$ cat src/rtl/pcbh_pkg.sv
// Shared constants, codes and types for the particle cell binning histogram.
package pcbh_pkg;

  localparam int CELLS_X = 16;
  localparam int CELLS_Y = 16;
  localparam int CELLS_Z = 16;

  localparam int POS_W   = 32;
  localparam int INV_W   = 32;
  localparam int IDX_W   = 12;
  localparam int CNT_W   = 17;
  localparam int MODE_W  = 2;
  localparam int CFG_IDX_W = 3;
  localparam int CFG_W   = 32;

  localparam int HIST_DEPTH  = 2 ** IDX_W;
  localparam int CELLS_TOTAL = CELLS_X * CELLS_Y * CELLS_Z;

  localparam logic [IDX_W-1:0] LAST_CELL = IDX_W'((CELLS_TOTAL - 1) % HIST_DEPTH);
  localparam logic [IDX_W-1:0] STRIDE_Y  = IDX_W'(CELLS_Z % HIST_DEPTH);
  localparam logic [IDX_W-1:0] STRIDE_X  = IDX_W'((CELLS_Y * CELLS_Z) % HIST_DEPTH);

  // input mode codes
  localparam logic [MODE_W-1:0] MODE_START    = 2'd0;
  localparam logic [MODE_W-1:0] MODE_PARTICLE = 2'd1;
  localparam logic [MODE_W-1:0] MODE_READ     = 2'd2;

  // configuration register indexes
  localparam logic [CFG_IDX_W-1:0] CFG_ORIGIN_X = 3'd0;
  localparam logic [CFG_IDX_W-1:0] CFG_ORIGIN_Y = 3'd1;
  localparam logic [CFG_IDX_W-1:0] CFG_ORIGIN_Z = 3'd2;
  localparam logic [CFG_IDX_W-1:0] CFG_INV_X    = 3'd3;
  localparam logic [CFG_IDX_W-1:0] CFG_INV_Y    = 3'd4;
  localparam logic [CFG_IDX_W-1:0] CFG_INV_Z    = 3'd5;

  typedef enum logic [1:0] {
    OP_NONE,
    OP_START,
    OP_PART,
    OP_READ
  } op_t;

  typedef enum logic {
    ST_CLEAR,
    ST_RUN
  } state_t;

  typedef struct packed {
    logic             valid;
    op_t              op;
    logic [IDX_W-1:0] addr;
    logic             in_range;
  } hist_req_t;

  typedef struct packed {
    logic             valid;
    logic [IDX_W-1:0] cell_index;
    logic             in_range;
    logic [CNT_W-1:0] count;
  } hist_res_t;

  typedef struct packed {
    logic busy;
    logic clr_done;
  } hist_stat_t;

endpackage

$ cat src/rtl/pcbh_axis.sv
// One axis of the cell coordinate: offset from origin, then scale by inverse cell size.
module pcbh_axis (
  input  logic                               clk,
  input  logic                               en,
  input  logic signed [pcbh_pkg::POS_W-1:0]  pos,
  input  logic signed [pcbh_pkg::POS_W-1:0]  org,
  input  logic        [pcbh_pkg::INV_W-1:0]  inv,
  output logic        [pcbh_pkg::POS_W-1:0]  coord,
  output logic                               neg_nz
);

  logic signed [pcbh_pkg::POS_W:0]             diff;
  logic        [pcbh_pkg::POS_W-1:0]           mag_nxt;
  logic        [pcbh_pkg::POS_W-1:0]           mag_r;
  logic                                        neg_r;
  logic        [pcbh_pkg::POS_W+pcbh_pkg::INV_W-1:0] prod;
  logic        [pcbh_pkg::POS_W-1:0]           coord_r;
  logic                                        neg_nz_r;

  assign diff    = {pos[pcbh_pkg::POS_W-1], pos} - {org[pcbh_pkg::POS_W-1], org};
  assign mag_nxt = diff[pcbh_pkg::POS_W] ? pcbh_pkg::POS_W'(-diff)
                                         : pcbh_pkg::POS_W'(diff);
  assign prod    = (pcbh_pkg::POS_W+pcbh_pkg::INV_W)'(mag_r)
                 * (pcbh_pkg::POS_W+pcbh_pkg::INV_W)'(inv);

  always_ff @(posedge clk) begin
    if (en) begin
      neg_r    <= diff[pcbh_pkg::POS_W];
      mag_r    <= mag_nxt;
      coord_r  <= prod[pcbh_pkg::POS_W+pcbh_pkg::INV_W-1:pcbh_pkg::INV_W];
      // product is zero exactly when one factor is zero
      neg_nz_r <= neg_r && (mag_r != '0) && (inv != '0);
    end
  end

  assign coord  = coord_r;
  assign neg_nz = neg_nz_r;

endmodule

$ cat config.mk
export PLATFORM = sky130hd
export DESIGN_NAME = pcbh_axis
export DESIGN_NICKNAME = d
export VERILOG_FILES = /design/src/rtl/pcbh_pkg.sv /design/src/rtl/pcbh_axis.sv
export SDC_FILE = /design/constraint.sdc
export NUM_CORES = 2
export LEC_CHECK = 0
export BUFFER_PORTS_ARGS = -buffer_cell sky130_fd_sc_hd__buf_2
export CORE_ASPECT_RATIO = 0.5
export CORE_MARGIN = 2
export CORE_UTILIZATION = 40
export DETAILED_ROUTE_END_ITERATION = 12
export PLACE_DENSITY = 0.63
export SLEW_MARGIN = 0
export SYNTH_ARGS = -nofsm -noshare
export SYNTH_HDL_FRONTEND = slang
export SYNTH_SLANG_ARGS = --single-unit
$ cat constraint.sdc
create_clock -name clk -period 9.9 [get_ports clk]
set_input_delay 1.98 -clock clk [delete_from_list [all_inputs] [get_ports clk]]
set_output_delay 1.98 -clock clk [all_outputs]
set_load 0.005 [all_outputs]
# After elaboration in Yosys (flattened, before gate mapping)
# Index checks and enable logic that the tools add are counted.
dict set report classes {
  addsub 2
  mul 1
  n_mux 1
  reduce_logical 4
}
# operator n
set ops {}
lappend ops {{$mul 32x32->64} 1}
lappend ops {{$reduce_bool 32->1} 2}
lappend ops {{$sub 32x32->33} 1}
lappend ops {{$mux 32} 1}
lappend ops {{$neg 32->32} 1}
lappend ops {{$logic_and 1x1->1} 2}
dict set report word_totals {
  regBits 66
  in_bits 98
  out_inout_bits 33
}

# Depth between registers and ports, before layout
dict set report depth {
  depth_word 3
  ltp_mapped 29
}

# Least setup slack after synthesis
# OpenSTA, ideal clock, no wires.
dict set report synth_timing {
  kind {input-to-reg}
  start {in inv[9] (netlist bit)}
  end {reg coord_r, in the netlist coord[18] (data pin)}
  setup_ps 265
  arrival_time_ps 8744
  required_time_ps 9635
  setup_slack_ps 891
  cell_stages 25
  path_buffers 1
  path_cell_list {clkbuf_1 > and2_1 > fa_1 > fa_1 > inv_1 > fa_1 > fa_1 > inv_1 > fa_1 > fa_1 > fa_1 > inv_1 > fa_1 > inv_1 > ha_1 > a21oi_1 > o21ai_0 > a311oi_1 > o31ai_1 > a21boi_0 > o31ai_1 > a31o_2 > a21oi_1 > o21ai_0 > xor2_1}
}
dict set report synth_via {
  elab_chain_cells 1
}
# element line
set synth_lines {}
lappend synth_lines {{start: declaration} pcbh_axis.sv:7} ;# input logic [pcbh_pkg::INV_W-1:0] inv,
lappend synth_lines {{$mul 32x32->64} pcbh_axis.sv:24} ;# * (pcbh_pkg::POS_W+pcbh_pkg::INV_W)'(inv);
lappend synth_lines {{named net prod, one bit} pcbh_axis.sv:16} ;# logic [pcbh_pkg::POS_W+pcbh_pkg::INV_W-1:0] prod;
lappend synth_lines {{end signal: assignment} pcbh_axis.sv:30} ;# coord_r <= prod[pcbh_pkg::POS_W+pcbh_pkg::INV_W-1:pcbh_pkg::INV_W];
lappend synth_lines {{end: declaration} pcbh_axis.sv:17} ;# logic [pcbh_pkg::POS_W-1:0] coord_r;
# The timed path passes the listed nets, and every way through them passes these cells.
# A chain may end at the register's enable or synchronous reset.

# Worst setup path in the final report
dict set report layout_timing {
  start {in inv[8] (netlist bit)}
  end {reg coord_r, in the netlist coord[29] (data pin)}
}
# Same word-level chain as after synthesis.

==> results.md <==
* # rows at about 80
* Root buf cell: clkbuf_16
* FF-to-FF Start: mag_r[12]
* Clock Skew at approximately 18 ps
* Synth unique cells at between 60 and 70
* Fillers at roughly 9.2k
* Resized cells post-CTS at 0
* First-pass GRT wire length at 162000 µm
* Gr ovfl total at 0
* Die Width at ~440 µm
* Area share of the largest cell type after synthesis at around half
* Port Buffers at 130
* Commonest non-fill, non-tap cell in the layout: inv_1
* GPL Wtd Cong at 0.931
* Starting DRT DRC Count at approximately 1.6k
* Fin nets at around 5.4k
* H-tree Lvls at 3
* I/O Pins at about 130
* Rel. slew slack at ~18%
* CTS max path bufs at 2
* Worst setup EP type: flop
* Setup crit start: inv[8]
* Via count at approximately 27k
* DIE AREA at around 0.096 mm²
* Post-synth top area cell: fa_1
* Initial core utilization at just over 40%
* Flop-to-flop setup slack at about 1200 ps
* DR vias/cell at around 5.1
* Die height at approximately 220 µm
* Reg-to-Reg End: coord[29]
* GRT Resource Usage Total at a little over a fifth
* Startpoint Class: input pin
* Most frequent CP cell: fa_1
* Post-synthesis sequential area ratio at 5.31%
* Primary FF master, synth: edfxtp_1
* Final setup margin at 320 ps
* Area of the core at between 0.09 and 0.1 mm²
* Cell Area, Synth at 0.0373 mm²
* Max cap viols at 0
* Dpl ws at -134 ps
* Sequential Area at 0.00198 mm²
* Synth-to-layout area growth at 6.64%
* Setup CP Type: input pin to flop
* Max Fanout on Critical Path at 15
* Antenna Nets Post-Route at 0
* Layout cells sized above 1 at under 10%
* Register bit total from synthesis at between 60 and 70
* Worst-Margin Slew at 1230 ps
* Post-layout util at a little over two fifths
* CP max stage delay at about 560 ps
* Cells after synthesis at a little over 4k
* HPWL Detailed at around 84000 µm
* Routed wire length per instance at about 19 µm
* Vias in the first global route at 30.4k
* Final worst path period share at between 90 and 100%
* Syn_nets at around 5.3k
* # diodes at 0
* EDFF count, synth at 66
* Critical-path top delay cell: fa_1
* Initial DRT Pass Iterations at 6
* RSZ-0062 raised after global routing: no
* Asr flop ratio synth at 0%
* Synth area leaders: fa_1 (48%), and2_1 (11%), ha_1 (9.8%), inv_1 (9.5%), edfxtp_1 (5.3%)
* Final min period at approximately 9600 ps
* Worst reg-to-reg path cell count at 28
* Final wirelength at roughly 100000 µm
* HP Class: flop to flop
* End of the critical path: coord[29]
* Status: complete, no violations
* CP Data Required Time at 10010 ps
* Largest net degree at the start of global routing at 67
* CTS sink count at 66
* Drt drc at 0
* Commonest cells after routing, fill and taps aside: inv_1 (942), fa_1 (896), and2_1 (644), nand2_1 (443), ha_1 (293)
* CTS tree: yes
* Clock-pin slew on the worst setup and hold paths at ~60 ps
* Multi-input gate area at 0.0310 mm²
* Hold buffer count at cts at 0
* Setup bufs post-CTS at 0
* Avg Cell Area, Syn at 9.19 µm²
* Fin area at around 0.040 mm²
* Final setup viols at 0
* Placed cell areas at just under 0.04 mm²
* Yosys warning count at 0
* CTS buffer count at 9
* Arrival @ worst endpoint at about 9700 ps
* Clk_lat worst skew at 380 ps
* Fin. max-slew vios at 0
* Fmax at ~0.10 GHz
* Hold Fails Final Rpt at 0
* Initial antenna violation count at 8
layout make-up:
| type | count | share of cell area (%) |
|---|---|---|
| Sequential cell | 66 | 4.98 |
| Clock buffer | 10 | 0.575 |
| Timing Repair Buffer | 227 | 3.48 |
| Inverter | 942 | 8.89 |
| Multi-Input combinational cell | 2844 | 77.9 |
| Tap cell | 1255 | 3.95 |
| Clock inverter | 6 | 0.204 |
metrics by stage:
stage	hold WS, ps	setup TNS (ps)	std cells
after floorplan	537	0	4062
after global placement	815	-0.159	5334
after detailed placement	780	-741	5334
after CTS	829	0	5350
after global routing	871	0	5350
final	858	0	5350
per-layer routing:
| layer | global-route usage [%] | routed length, µm | vias up |
|---|---|---|---|
| li1 | - | - | 12100 |
| met1 | 26.5 | 39400 | 14300 |
| met2 | 40.0 | 52100 | 808 |
| met3 | 1.73 | 4660 | 186 |
| met4 | 7.73 | 3590 | 0 |
| met5 | 0 | 0 | - |
kinds of logic (layout without fill, tap and decap cells):
family                     count (synthesis)  in the layout  synth area share [%]
and+or+nand+nor                         1278           1278                  18.1
AOI/OAI and AO/OA                        291            291                  5.05
muxes                                      6              6                 0.161
adders and majority gates               1189           1189                  57.9
buffers and inverters                   1152           1185                  11.6
xor gates and xnor gates                  80             80                  1.88
DFF                                       66             66                  5.31
critical path, delay by kind of cell:
family	cells	cell delay [ps]
AND/OR/NAND/NOR	1	100
XOR/XNOR	1	100
AO/OA/AOI/OAI	9	2050
buffers and inverters	8	1320
adder cells (fa/ha/maj)	9	4110
registers in the layout, indices dropped and copies added (netlist names):
name,cells
coord,32
mag_r,32
neg_nz,1
neg_r,1
cell usage after synthesis (3+ instances only):
cell and n:
nand2b_1 10, xor2_1 24, and2_1 644, edfxtp_1 66, a21oi_1 87, o21bai_1 14, a211oi_1 12, nor2b_1 5
nor3_1 18, ha_1 293, o211ai_1 9, and4_1 4, nor4_1 23, o31ai_1 9, fa_1 896, nand4_1 21
o211a_1 3, or3_1 3, inv_1 942, xnor2_1 56, a31oi_1 15, a221oi_1 3, a311oi_1 4, and3_1 20
clkbuf_1 208, nand3_1 23, a21o_1 41, nand2_1 443, nor2_1 49, o21ai_0 54, a31o_2 3, a211o_1 3
o21a_1 5, mux2i_1 6
worst min-delay path by stage:
stage | from | to | slack (ps) | depth (start not counted)
floorplan | neg_r | neg_nz | 540 | 2
global placement | neg_r | neg_nz | 820 | 2
detailed placement | neg_r | neg_nz | 780 | 2
CTS | neg_r | neg_nz | 830 | 2
global route | neg_r | neg_nz | 870 | 2
finish | neg_r | neg_nz | 860 | 2
Power is left out: the tool's default activity adds up to more than one toggle a clock period on the data nets, which glitch-free logic cannot reach.
